$ cat src/rtl/gst_pkg.sv
// ----------------------------------------------------------------------------
// gst_pkg
// Shared types, field widths and codes for the gateway scan table.
// ----------------------------------------------------------------------------
package gst_pkg;

   localparam int ID_W   = 64;
   localparam int TIME_W = 32;
   localparam int RSSI_W = 8;
   localparam int CHAN_W = 6;
   localparam int SLOT_W = 3;
   localparam int ACT_W  = 2;
   localparam int SUM_W  = 10;   // three 8-bit signed readings
   localparam int CNT_W  = 2;    // up to three fresh readings

   localparam logic [CHAN_W-1:0]        FIRST_CHANNEL = 6'd37;
   localparam logic signed [RSSI_W-1:0] AVG_FLOOR     = -8'sd128;
   localparam logic [TIME_W-1:0]        MAX_AGE_RESET = 32'd1000000;

   // opcodes
   localparam logic OP_ADD    = 1'b0;
   localparam logic OP_SELECT = 1'b1;

   // result actions
   localparam logic [ACT_W-1:0] ACT_UPDATED  = 2'd0;
   localparam logic [ACT_W-1:0] ACT_INSERTED = 2'd1;
   localparam logic [ACT_W-1:0] ACT_REPLACED = 2'd2;
   localparam logic [ACT_W-1:0] ACT_SELECT   = 2'd3;

   typedef struct packed {
      logic                     opcode;
      logic [ID_W-1:0]          gw_id;
      logic signed [RSSI_W-1:0] rssi_dbm;
      logic [CHAN_W-1:0]        channel;
      logic [TIME_W-1:0]        now_us;
   } req_type;

   typedef struct packed {
      logic [ACT_W-1:0]         action;
      logic [SLOT_W-1:0]        slot;
      logic [ID_W-1:0]          best_gw_id;
      logic                     best_valid;
      logic signed [RSSI_W-1:0] best_avg_rssi;
   } rsp_type;

   // per-entry summary from the evaluation stage
   typedef struct packed {
      logic                    match;     // id equals the request id
      logic                    live;      // nonzero id after the stale sweep
      logic                    present;   // nonzero id as read
      logic [TIME_W-1:0]       newest;    // newest timestamp after the sweep
      logic signed [SUM_W-1:0] sum;       // sum of fresh readings
      logic [CNT_W-1:0]        cnt;       // number of fresh readings
   } eval_type;

   // sum / cnt truncated toward zero; divide by 3 via reciprocal 171/512
   function automatic logic signed [RSSI_W-1:0] avg_div(
      input logic signed [SUM_W-1:0] sum,
      input logic [CNT_W-1:0]        cnt
   );
      logic                neg;
      logic [SUM_W-1:0]    mag;
      logic [SUM_W+7:0]    prod;
      logic [SUM_W-1:0]    q;
      logic [SUM_W-1:0]    res;
      neg  = sum[SUM_W-1];
      mag  = neg ? SUM_W'(-sum) : SUM_W'(sum);
      prod = (SUM_W+8)'(mag) * (SUM_W+8)'(171);
      case (cnt)
         2'd1: q = mag;
         2'd2: q = mag >> 1;
         2'd3: q = SUM_W'(prod >> 9);
         default: q = '0;
      endcase
      res = neg ? SUM_W'(-q) : q;
      return RSSI_W'(res);
   endfunction

endpackage

$ cat src/rtl/gst_entry_eval.sv
// ----------------------------------------------------------------------------
// gst_entry_eval
// Looks at one table entry: match, staleness, newest time, fresh-reading sum,
// and the write-back word for an add pass.
// ----------------------------------------------------------------------------
module gst_entry_eval #(
   parameter int CHANNELS = 3
) (
   input  gst_pkg::req_type                  req,
   input  logic [gst_pkg::TIME_W-1:0]        max_age,
   input  logic [gst_pkg::ID_W+CHANNELS*(gst_pkg::TIME_W+gst_pkg::RSSI_W)-1:0] ent_word,
   output logic [gst_pkg::ID_W+CHANNELS*(gst_pkg::TIME_W+gst_pkg::RSSI_W)-1:0] wb_word,
   output logic [gst_pkg::ID_W+CHANNELS*(gst_pkg::TIME_W+gst_pkg::RSSI_W)-1:0] ins_word,
   output gst_pkg::eval_type                 res
);
   import gst_pkg::*;

   localparam int LANE_W = TIME_W + RSSI_W;
   localparam int ENT_W  = ID_W + CHANNELS * LANE_W;

   logic [CHAN_W-1:0]       chan_off;
   logic                    chan_ok;
   logic [ID_W-1:0]         ent_id;
   logic [TIME_W-1:0]       ts [CHANNELS];
   logic [TIME_W-1:0]       age [CHANNELS];
   logic [TIME_W-1:0]       newest;
   logic                    stale;
   logic                    match;
   logic signed [SUM_W-1:0] sum;
   logic [CNT_W-1:0]        cnt;
   logic [ENT_W-1:0]        upd_word;

   always_comb begin
      chan_off = req.channel - FIRST_CHANNEL;
      chan_ok  = (req.channel >= FIRST_CHANNEL) && (chan_off < CHAN_W'(CHANNELS));
      ent_id   = ent_word[CHANNELS*LANE_W +: ID_W];
      newest   = '0;
      sum      = '0;
      cnt      = '0;
      upd_word = ent_word;
      ins_word = '0;
      ins_word[CHANNELS*LANE_W +: ID_W] = req.gw_id;
      for (int c = 0; c < CHANNELS; c++) begin
         ts[c]  = ent_word[c*LANE_W +: TIME_W];
         age[c] = req.now_us - ts[c];
         if (ts[c] > newest) begin
            newest = ts[c];
         end
         if ((ts[c] != '0) && (age[c] <= max_age)) begin
            sum = sum + SUM_W'(signed'(ent_word[c*LANE_W+TIME_W +: RSSI_W]));
            cnt = cnt + CNT_W'(1);
         end
         if (chan_ok && (chan_off == CHAN_W'(c))) begin
            upd_word[c*LANE_W +: LANE_W] = {req.rssi_dbm, req.now_us};
            ins_word[c*LANE_W +: LANE_W] = {req.rssi_dbm, req.now_us};
         end
      end
      stale = (req.now_us - newest) > max_age;
      match = (ent_id == req.gw_id);

      if (match) begin
         wb_word = upd_word;
      end else if (stale) begin
         wb_word = '0;
      end else begin
         wb_word = ent_word;
      end

      res.match   = match;
      res.present = (ent_id != '0);
      res.live    = (ent_id != '0) && !stale;
      res.newest  = stale ? '0 : newest;
      res.sum     = sum;
      res.cnt     = cnt;
   end

endmodule

$ cat src/rtl/gateway_scan_table_unit.sv
// ----------------------------------------------------------------------------
// gateway_scan_table_unit
// Gateway table with per-channel signal readings: add a scan report or
// select the gateway with the best average signal strength.
// ----------------------------------------------------------------------------
// One request at a time: req_ready is high only in idle; the single read port
//   walks the table one entry per cycle.
// An add with a zero id answers without touching the table.
// Reset: per-entry valid flags clear (table reads as empty, no clearing
//   pass); max_age_us returns to 1000000.
// ----------------------------------------------------------------------------
module gateway_scan_table_unit #(
   parameter int TABLE_ENTRIES = 8,
   parameter int CHANNELS      = 3
) (
   input  logic                        clock,
   input  logic                        reset,
   input  logic                        req_valid,
   output logic                        req_ready,
   input  gst_pkg::req_type            req_data,
   output logic                        rsp_valid,
   input  logic                        rsp_ready,
   output gst_pkg::rsp_type            rsp_data,
   input  logic                        csr_wr_en,
   input  logic [gst_pkg::TIME_W-1:0]  csr_wr_data
);
   import gst_pkg::*;

   localparam int LANE_W = TIME_W + RSSI_W;
   localparam int ENT_W  = ID_W + CHANNELS * LANE_W;
   localparam int IDX_W  = (TABLE_ENTRIES > 1) ? $clog2(TABLE_ENTRIES) : 1;
   localparam int ISS_W  = IDX_W + 1;

   typedef enum logic [1:0] {
      ST_IDLE,
      ST_SCAN,
      ST_FINISH
   } state_type;

   // --- control state ---
   state_type                  state_ff, state_in;
   logic [TIME_W-1:0]          max_age_ff, max_age_in;
   logic [ISS_W-1:0]           iss_cnt_ff, iss_cnt_in;
   logic                       rd_vld_ff, rd_vld_in;      // read data stage valid
   logic                       s2_vld_ff, s2_vld_in;      // accumulate stage valid
   logic [TABLE_ENTRIES-1:0]   ent_vld_ff, ent_vld_in;    // entry ever written
   logic                       rsp_valid_ff, rsp_valid_in;

   // --- payload ---
   req_type                    req_ff, req_in;
   logic [IDX_W-1:0]           rd_idx_ff;
   logic                       rd_live_ff;
   logic [ENT_W-1:0]           rd_q_ff;
   logic [IDX_W-1:0]           s2_idx_ff;
   eval_type                   s2_eval_ff;
   logic [ID_W-1:0]            s2_id_ff;                  // id carried with the summary
   logic                       found_ff, found_in;
   logic [IDX_W-1:0]           found_slot_ff, found_slot_in;
   logic                       empty_ff, empty_in;
   logic [IDX_W-1:0]           empty_slot_ff, empty_slot_in;
   logic [TIME_W-1:0]          oldest_ff, oldest_in;
   logic [IDX_W-1:0]           old_slot_ff, old_slot_in;
   logic [ID_W-1:0]            best_id_ff, best_id_in;
   logic signed [RSSI_W-1:0]   best_avg_ff, best_avg_in;
   logic                       best_valid_ff, best_valid_in;
   rsp_type                    rsp_data_ff, rsp_data_in;

   // --- table memory: id plus one time/strength lane per channel ---
   logic [ENT_W-1:0]           mem [TABLE_ENTRIES];

   logic                       req_fire;
   logic                       issue;
   logic [IDX_W-1:0]           rd_addr;
   logic                       out_free;
   logic                       fin_wr;
   logic [IDX_W-1:0]           tgt_slot;
   logic                       wr_en;
   logic [IDX_W-1:0]           wr_addr;
   logic [ENT_W-1:0]           wr_data;
   logic [ENT_W-1:0]           rd_word;
   logic [ENT_W-1:0]           wb_word;
   logic [ENT_W-1:0]           ins_word;
   eval_type                   eval_res;
   logic signed [RSSI_W-1:0]   avg;
   rsp_type                    rsp_next;

   assign req_ready = (state_ff == ST_IDLE);
   assign rsp_valid = rsp_valid_ff;
   assign rsp_data  = rsp_data_ff;
   assign req_fire  = req_valid && req_ready;

   // walk the table one entry per cycle
   assign issue   = (state_ff == ST_SCAN) && (iss_cnt_ff < ISS_W'(TABLE_ENTRIES));
   assign rd_addr = iss_cnt_ff[IDX_W-1:0];

   // entries never written read as empty
   assign rd_word = rd_live_ff ? rd_q_ff : '0;

   gst_entry_eval #(
      .CHANNELS (CHANNELS)
   ) u_eval (
      .req      (req_ff),
      .max_age  (max_age_ff),
      .ent_word (rd_word),
      .wb_word  (wb_word),
      .ins_word (ins_word),
      .res      (eval_res)
   );

   // Write port: add pass writes each entry back the cycle after its read
   // (matched entry updated, stale entry cleared); the insert/replace write
   // happens once the pipe has drained, so no two accesses overlap.
   assign out_free = !rsp_valid_ff || rsp_ready;
   assign tgt_slot = empty_ff ? empty_slot_ff : old_slot_ff;
   assign fin_wr   = (state_ff == ST_FINISH) && out_free &&
                     (req_ff.opcode == OP_ADD) && !found_ff;
   assign wr_en    = (rd_vld_ff && (req_ff.opcode == OP_ADD)) || fin_wr;
   assign wr_addr  = fin_wr ? tgt_slot : rd_idx_ff;
   assign wr_data  = fin_wr ? ins_word : wb_word;

   assign avg = avg_div(s2_eval_ff.sum, s2_eval_ff.cnt);

   // response word
   always_comb begin
      rsp_next = '0;
      if (req_ff.opcode == OP_SELECT) begin
         rsp_next.action        = ACT_SELECT;
         rsp_next.best_gw_id    = best_id_ff;
         rsp_next.best_valid    = best_valid_ff;
         rsp_next.best_avg_rssi = best_valid_ff ? best_avg_ff : '0;
      end else if (found_ff) begin
         rsp_next.action = ACT_UPDATED;
         rsp_next.slot   = SLOT_W'(found_slot_ff);
      end else if (empty_ff) begin
         rsp_next.action = ACT_INSERTED;
         rsp_next.slot   = SLOT_W'(empty_slot_ff);
      end else begin
         rsp_next.action = ACT_REPLACED;
         rsp_next.slot   = SLOT_W'(old_slot_ff);
      end
   end

   // next-state logic
   always_comb begin
      state_in      = state_ff;
      max_age_in    = csr_wr_en ? csr_wr_data : max_age_ff;
      iss_cnt_in    = issue ? iss_cnt_ff + ISS_W'(1) : iss_cnt_ff;
      rd_vld_in     = issue;
      s2_vld_in     = rd_vld_ff;
      ent_vld_in    = ent_vld_ff;
      if (wr_en) begin
         ent_vld_in[wr_addr] = 1'b1;
      end
      rsp_valid_in  = rsp_valid_ff && !rsp_ready;
      rsp_data_in   = rsp_data_ff;
      req_in        = req_ff;
      found_in      = found_ff;
      found_slot_in = found_slot_ff;
      empty_in      = empty_ff;
      empty_slot_in = empty_slot_ff;
      oldest_in     = oldest_ff;
      old_slot_in   = old_slot_ff;
      best_id_in    = best_id_ff;
      best_avg_in   = best_avg_ff;
      best_valid_in = best_valid_ff;

      // fold one entry into the running results, in slot order
      if (s2_vld_ff) begin
         if (req_ff.opcode == OP_ADD) begin
            if (s2_eval_ff.match) begin
               if (!found_ff) begin
                  found_slot_in = s2_idx_ff;
               end
               found_in = 1'b1;
            end else begin
               if (!s2_eval_ff.live && !empty_ff) begin
                  empty_in      = 1'b1;
                  empty_slot_in = s2_idx_ff;
               end
               if (s2_eval_ff.live && (s2_eval_ff.newest < oldest_ff)) begin
                  oldest_in   = s2_eval_ff.newest;
                  old_slot_in = s2_idx_ff;
               end
            end
         end else if (s2_eval_ff.present && (s2_eval_ff.cnt != '0) &&
                      (avg > best_avg_ff)) begin
            // strict compare keeps the lowest slot on a tie
            best_avg_in   = avg;
            best_id_in    = s2_id_ff;
            best_valid_in = 1'b1;
         end
      end

      case (state_ff)
         ST_IDLE: begin
            if (req_fire) begin
               req_in        = req_data;
               iss_cnt_in    = '0;
               found_in      = 1'b0;
               found_slot_in = '0;
               empty_in      = 1'b0;
               empty_slot_in = '0;
               oldest_in     = req_data.now_us;
               old_slot_in   = '0;
               best_id_in    = '0;
               best_avg_in   = AVG_FLOOR;
               best_valid_in = 1'b0;
               // zero id on add: no table access, answers as an update of slot 0
               if ((req_data.opcode == OP_ADD) && (req_data.gw_id == '0)) begin
                  found_in = 1'b1;
                  state_in = ST_FINISH;
               end else begin
                  state_in = ST_SCAN;
               end
            end
         end
         ST_SCAN: begin
            if (!issue && !rd_vld_ff && !s2_vld_ff) begin
               state_in = ST_FINISH;
            end
         end
         ST_FINISH: begin
            if (out_free) begin
               rsp_valid_in = 1'b1;
               rsp_data_in  = rsp_next;
               state_in     = ST_IDLE;
            end
         end
         default: begin
            state_in = ST_IDLE;
         end
      endcase
   end

   always_ff @(posedge clock) begin
      if (reset) begin
         state_ff     <= ST_IDLE;
         max_age_ff   <= MAX_AGE_RESET;
         iss_cnt_ff   <= '0;
         rd_vld_ff    <= 1'b0;
         s2_vld_ff    <= 1'b0;
         ent_vld_ff   <= '0;
         rsp_valid_ff <= 1'b0;
      end else begin
         state_ff     <= state_in;
         max_age_ff   <= max_age_in;
         iss_cnt_ff   <= iss_cnt_in;
         rd_vld_ff    <= rd_vld_in;
         s2_vld_ff    <= s2_vld_in;
         ent_vld_ff   <= ent_vld_in;
         rsp_valid_ff <= rsp_valid_in;
      end
   end

   always_ff @(posedge clock) begin
      req_ff        <= req_in;
      rd_idx_ff     <= rd_addr;
      rd_live_ff    <= ent_vld_ff[rd_addr];
      s2_idx_ff     <= rd_idx_ff;
      s2_eval_ff    <= eval_res;
      s2_id_ff      <= rd_word[CHANNELS*LANE_W +: ID_W];
      found_ff      <= found_in;
      found_slot_ff <= found_slot_in;
      empty_ff      <= empty_in;
      empty_slot_ff <= empty_slot_in;
      oldest_ff     <= oldest_in;
      old_slot_ff   <= old_slot_in;
      best_id_ff    <= best_id_in;
      best_avg_ff   <= best_avg_in;
      best_valid_ff <= best_valid_in;
      rsp_data_ff   <= rsp_data_in;
   end

   always_ff @(posedge clock) begin
      if (wr_en) begin
         mem[wr_addr] <= wr_data;
      end
      rd_q_ff <= mem[rd_addr];
   end

endmodule
$ cat config.mk
export PLATFORM = sky130hd
export DESIGN_NAME = gateway_scan_table_unit
export DESIGN_NICKNAME = d
export VERILOG_FILES = /design/src/rtl/gst_pkg.sv /design/src/rtl/gst_entry_eval.sv /design/src/rtl/gateway_scan_table_unit.sv
export SDC_FILE = /design/constraint.sdc
export NUM_CORES = 2
export LEC_CHECK = 0
export BUFFER_PORTS_ARGS = -buffer_cell sky130_fd_sc_hd__buf_4
export CAP_MARGIN = 25
export CORE_ASPECT_RATIO = 0.9
export CORE_MARGIN = 8
export CORE_UTILIZATION = 55
export DETAILED_ROUTE_END_ITERATION = 10
export MAX_ROUTING_LAYER = met4
export PLACE_DENSITY = 0.8
export SYNTH_ARGS = -nofsm -noshare
export SYNTH_HDL_FRONTEND = slang
export SYNTH_SLANG_ARGS = --single-unit
$ cat constraint.sdc
create_clock -name clock -period 22 [get_ports clock]
set_input_delay 1.1 -clock clock [delete_from_list [all_inputs] [get_ports clock]]
set_output_delay 1.1 -clock clock [all_outputs]
set_load 0.005 [all_outputs]
; Word level (Yosys, flattened, before mapping)
; Memory sizes are Yosys's and may differ from the RTL's. A register that Yosys moved wholly into a read port is not among the register bits.
; Index checks and enable logic that the tools add are counted.
[classes]
n_addsub = 12
multipliers = 1
magnitude_cmp = 15
eq_ne = 11
muxes = 93
bitwise = 3
reduce_logical = 46
[ops]
columns = operator, count
row1 = $mux W184, 4
row2 = $mux W64, 5
row3 = $mux W32, 9
row4 = $mux W40, 6
row5 = $sub A32 B32 Y32, 4
row6 = $gt A32 B32 Y1, 3
row7 = $le A32 B32 Y1, 3
row8 = $reduce_bool A32 Y1, 3
row9 = $eq A64 B64 Y1, 1
row10 = $logic_not A64 Y1, 1
row11 = $reduce_bool A64 Y1, 1
row12 = $mux W3, 20
row13 = $mux W8, 6
row14 = $mux W10, 4
row15 = $gt A32 B1 Y1 const B, 1
row16 = $lt A32 B32 Y1, 1
row17 = $mux W1, 24
row18 = $pmux W8 S3, 1
row19 = $logic_and A1 B1 Y1, 23
row20 = $add A10 B8 Y10, 2
row21 = $mul A10 B8 Y17 const B, 1
row22 = $mux W2, 6
row23 = $mux W4, 3
row24 = $mux W5, 2
row25 = 30 further kinds, 47
[totals]
ff_bits = 472
ramBits = 1472
out_inout_bits = 80
elab_cells = 218
mem_count = 1
[memory_table]
columns = memory, depth, word_bits, read_ports, rd_clocked_by_memory_dff, write_ports, line
row1 = mem, 8, 184, 1, 1, 1, gateway_scan_table_unit.sv:69  ; logic [ENT_W-1:0] mem [TABLE_ENTRIES];

; Logic depth before layout (Yosys ltp)
[depth]
ltp_word = 13
depth_mapped = 63
mapped_depth_nobuf = 51

; By module
; From an unflattened synthesis, not the netlist that was laid out.
[unflattened]
hier_cells = 6816
area_unflattened_um2 = 96647.7
[modules_own_cells]
columns = mod, n_inst, cells_each, area_per_inst_um2, seq_area_each_um2
row1 = gateway_scan_table_unit, 1, 4252, 80019.2, 59226.8
row2 = gst_entry_eval, 1, 2564, 16628.4, 0.0

; Least setup slack after synthesis
; Ideal clock, no wire load.
[synth_path]
path_kind = input to register
start = input port rsp_ready
end = memory mem[1][0] in the netlist's numbering, enable pin
setup_ns = 0.956
t_arrival_ns = 14.588
required_ns = 21.044
path_slack_ns = 6.457
stages = 6
path_buffers = 1
cell_sequence = nand2b_1 > nand2b_1 > nor3_1 > clkbuf_1 > a21oi_1 > nor3_1
[synth_via]
elab_chain_cells = 7
elab_cells_between_ends = 8
classes_between = mux: 3 / reduce/logical: 5
[synth_lines]
columns = element, line
row1 = from (decl), gateway_scan_table_unit.sv:22  ; input logic rsp_ready,
row2 = $logic_or A1 B1 Y1 *, gateway_scan_table_unit.sv:113  ; assign out_free = !rsp_valid_ff || rsp_ready;
row3 = $logic_and A1 B1 Y1 * (2 in series), gateway_scan_table_unit.sv:115  ; assign fin_wr = (state_ff == ST_FINISH) && out_free &&
row4 = $logic_and A1 B1 Y1 *, gateway_scan_table_unit.sv:116  ; (req_ff.opcode == OP_ADD) && !found_ff;
row5 = $logic_or A1 B1 Y1, gateway_scan_table_unit.sv:117  ; assign wr_en = (rd_vld_ff && (req_ff.opcode == OP_ADD)) || fin_wr;
row6 = $mux W1, gateway_scan_table_unit.sv:275  ; if (wr_en) begin
row7 = $mux W1 (implied by the code), gateway_scan_table_unit.sv:276  ; mem[wr_addr] <= wr_data;
row8 = to (decl), gateway_scan_table_unit.sv:69
; Mark *: on every way between the ends. The rest lies on a longest branch, timed or not.

; Worst setup path in the final report
[layout_path]
start = register rd_live_ff
end = memory mem[3][113] in the netlist's numbering (data pin)
[layout_via]
elab_chain_cells = 12
elab_cells_between_ends = 14
classes_between = add/sub: 1 / order compare: 4 / eq/ne: 1 / mux: 8
[layout_lines]
columns = element, line
row1 = from (decl), gateway_scan_table_unit.sv:52  ; logic rd_live_ff;
row2 = from (signal assigned), gateway_scan_table_unit.sv:258  ; rd_live_ff <= ent_vld_ff[rd_addr];
row3 = $mux W184 *, gateway_scan_table_unit.sv:97  ; assign rd_word = rd_live_ff ? rd_q_ff : '0;
row4 = $gt A32 B1 Y1, gst_entry_eval.sv:46  ; if (ts[c] > newest) begin
row5 = $mux W32, gst_entry_eval.sv:46
row6 = $gt A32 B32 Y1, gst_entry_eval.sv:46
row7 = $mux W32, gst_entry_eval.sv:46
row8 = $gt A32 B32 Y1, gst_entry_eval.sv:46
row9 = $mux W32, gst_entry_eval.sv:46
row10 = $sub A32 B32 Y32, gst_entry_eval.sv:58  ; stale = (req.now_us - newest) > max_age;
row11 = $gt A32 B32 Y1, gst_entry_eval.sv:58
row12 = $mux W184, gst_entry_eval.sv:63  ; end else if (stale) begin
row13 = $mux W184 *, gst_entry_eval.sv:61  ; if (match) begin
row14 = $mux W184 *, gateway_scan_table_unit.sv:119  ; assign wr_data = fin_wr ? ins_word : wb_word;
row15 = named net wr_data[113], gateway_scan_table_unit.sv:79  ; logic [ENT_W-1:0] wr_data;
; Mark *: on every way through the listed nets, which the timed path passes. The rest lies on a longest branch.

==> results.rst <==
.. list-table::
   :header-rows: 1

   * - Metric
     - Value
   * - Cell with the largest stage delay on the worst path
     - dfxtp_4
   * - Routability cong.
     - about 1.0
   * - Top flip-flop cell by instance count after synthesis
     - edfxtp_1
   * - Setup violation total in the final timing report
     - 0
   * - Post-Synth Simple-Gate Area
     - 7.50%
   * - Core Area
     - 167000 um2
   * - Average cell area after synthesis
     - 14.5 um2
   * - Total number of yosys warnings
     - 0
   * - Number of nets in the layout
     - approximately 7.2k
   * - Clock root buffer
     - clkbuf_16
   * - Max Freq
     - about 0.066 GHz
   * - Global-route wire length before repair
     - around 370 mm
   * - Post-route antenna net violation count
     - 0
   * - Fraction of synthesized area in multiplexers
     - 11.9%
   * - Synthesized instance count
     - 6375
   * - Number of gates resized after CTS
     - 0
   * - Combined area of all synthesized cells
     - 92300 um2
   * - Skew final
     - just over 90 ps
   * - Clk slew on worst S/H paths
     - around 60 ps
   * - Leak pwr
     - 0.0375 uW
   * - Required time of the critical path
     - roughly 22000 ps
   * - Number of global-route vias before repair
     - between 50k and 60k
   * - Area share of the largest cell type after synthesis
     - between 50% and 60%
   * - Maximum fanout count along the critical path
     - 70
   * - Endpoint arrival time on the critical path
     - around 16000 ps
   * - Number of H-tree levels
     - 4
   * - Clk sinks
     - 2128
   * - Maximum Capacitance Violations
     - 0
   * - Biggest cell delay along the critical path
     - approximately 870 ps
   * - Die height
     - slightly above 400 um
   * - Full die area
     - approximately 180000 um2
   * - Number of input and output port buffers inserted
     - 227
   * - Via Count
     - about 57k
   * - Largest area contributor in the netlist
     - edfxtp_1
   * - Skew-Pair Late Insertion Delay
     - around 900 ps
   * - Via/cell ratio
     - 6.33
   * - Transition time of the tightest slew-check pin
     - roughly 1100 ps
   * - Iteration-0 DRC count of the detailed router
     - a little over 7k
   * - Worst IR drop on VDD
     - approximately 0.32 mV
   * - Fill cell total of the finished layout
     - roughly 12k
   * - Final number of hold-violating endpoints
     - 0
   * - Final min period
     - between 15000 and 20000 ps
   * - Starting density of the core
     - approximately 55%
   * - Num ports
     - roughly 230
   * - Power per standard cell area
     - 114 nW/um2
   * - Unrepaired setup endpoints after global routing
     - no
   * - Fin area
     - 104000 um2
   * - Post-Synth Adder-Cell Area
     - under 10%
   * - Tcrit/Tclk final
     - 68.8%
   * - Aggregate global-route resource usage
     - 28.0%
   * - Routed length per instance
     - about 28 um
   * - Number of buffers inserted during clock tree synthesis
     - 197
   * - Fin Setup TNS
     - 0 ps
   * - Largest net degree at the start of global routing
     - 140
   * - Unique masters post-synth
     - 88
   * - Worst Hold Margin
     - roughly 350 ps
   * - Number of antenna violations at the first check in global routing
     - 2
   * - Detailed placement HPWL
     - ~160 mm
   * - Met3 wirelength from detailed routing
     - between 20 and 30 mm
   * - Final Routed Wirelength
     - 251 mm
   * - Slew headroom
     - 27.5%
   * - Worst min-delay path category
     - reg2reg
   * - Layout Area Growth over Synthesis
     - 12.3%
   * - Register area share after synthesis
     - 64.1%
   * - Router iterations before antenna repair
     - 6
   * - Compound-cell area share of the yosys netlist
     - under 10%
   * - Post-route worst setup slack
     - 6870 ps
   * - Number of remaining DRC errors
     - 0
   * - Clock tree from TritonCTS
     - yes
   * - Met1 Wirelength
     - ~95 mm
   * - Met2 routed WL
     - about 120 mm
   * - Largest family of logic cells by synthesized area
     - multiplexers
   * - Remaining Overflow, GRT
     - 0
   * - Final number of max-transition violations
     - 0
   * - Largest cells by area after synthesis
     - edfxtp_1, dfxtp_1, mux4_2
   * - Rows
     - 142
   * - Number of buffers inserted by post-CTS setup repair
     - 0
   * - Worst slack, placed
     - between 7000 and 8000 ps
   * - Standard cell area after detailed placement
     - between 90000 and 100000 um2
   * - Number of buffers on the longest clock path
     - 3
   * - Status
     - finished clean
   * - Share of cells above drive strength 1
     - 18.3%
   * - Hold-fix buffers at CTS
     - 0
   * - Die width
     - around 450 um
   * - Count of flip-flops with a built-in enable after synthesis
     - about 1.7k
   * - Net Count, Synth
     - between 6k and 7k
   * - Crit path capture type
     - flop
   * - Worst Setup Start Kind
     - flop
   * - Highest metal layer with signal wires
     - met4
   * - Asr flop ratio synth
     - 0%
   * - Synthesis-stage register bit count
     - ~2.1k
   * - Post-synthesis share of cell area spent on xor and xnor gates
     - 1.99%
   * - Crit Path Category
     - reg2reg
-- cells in the mapped netlist (173+ instances only) --
| library cell | instances |
|---|---|
| a21oi_1 | 250 |
| clkbuf_1 | 208 |
| inv_1 | 307 |
| nand2_1 | 701 |
| ha_1 | 416 |
| xnor2_1 | 173 |
| nor2_1 | 256 |
| mux2_2 | 196 |
| edfxtp_1 | 1661 |
| dfxtp_1 | 467 |
| mux4_2 | 370 |
| o21ai_0 | 321 |
-- metrics by stage --
step	total power (uW)	cells	utilization (%)
floorplan	6920	6375	-
global placement	8140	8641	58.0
detailed placement	8180	8643	58.0
CTS	11700	9018	62.2
global route	12200	9021	62.2
finish	11800	9022	62.2
-- power breakdown --
part	switching, uW	leakage [uW]	internal (uW)	total [uW]
clock	1540	0.00333	2020	3560
combinational	2450	0.0148	1140	3600
sequential	100	0.0194	4540	4640
-- metal layers --
metal / vias up / global-route usage, %
li1: 24500 / -
met1: 28600 / 36.5
met2: 3357 / 43.7
met3: 608 / 5.53
met4: 0 / 11.1
met5: - / -
-- critical path, delay by kind of cell (launching register included) --
family / cells / cell delay, ps
compound gates: 21 / 5810
simple gates: 13 / 3440
buf+inv: 6 / 2250
fa+ha+maj: 4 / 1420
flops: 1 / 870
mux: 2 / 590
xor+xnor: 1 / 170
-- path summary, 6_finish.rpt --
| path | to | startpoint | slack, ps | cells after the start |
|---|---|---|---|---|
| worst min-delay path | s2_idx_ff[1] | rd_idx_ff[1] | 350 | 0 |
| worst max register to register | mem[3][113] | rd_live_ff | 6870 | 47 |
| worst min register to register | s2_idx_ff[1] | rd_idx_ff[1] | 350 | 0 |
| worst max-delay path | mem[3][113] | rd_live_ff | 6870 | 47 |
-- state kept, by name, indices dropped and copies added, names as in the netlist, 47 cells and up --
register    cells
mem          1472
req_ff        111
s2_eval_ff     47
rd_q_ff       184
best_id_ff     64
s2_id_ff       64
rsp_data       78
-- layout make-up --
class                           count  area [um2]  share of cell area (%)
Clock inverter                     94        1310                    1.26
Antenna cell                        2        5.00                 0.00483
Multi-Input combinational cell   3665       31100                    30.0
Inverter                          308        1160                    1.12
Timing Repair Buffer              312        2470                    2.38
Tap cell                         2232        2790                    2.69
Sequential cell                  2128       59200                    57.1
Clock buffer                      281        5580                    5.38
-- logic make-up (layout without fill, tap and decap cells) --
group | Yosys count | after routing
flip-flops | 2128 | 2128
AND/OR/NAND/NOR | 1507 | 1507
AO/OA/AOI/OAI | 894 | 894
multiplexers | 612 | 612
buffers and inverters | 582 | 995
adder cells (fa/ha/maj) | 442 | 442
XOR/XNOR | 210 | 210
other | 0 | 2
-- cell usage in the layout, fill, tap and decap left out, types with 114 or more instances in the layout --
cell type  count
nand2_1      701
mux2_2       196
ha_1         416
dfxtp_1      463
a21oi_1      250
o21ai_0      321
xnor2_1      173
nand4_1      114
inv_1        306
buf_4        299
mux4_2       370
nor2_1       247
clkbuf_16    200
edfxtp_1    1661
No activity file was read; power rests on OpenSTA's default activity.
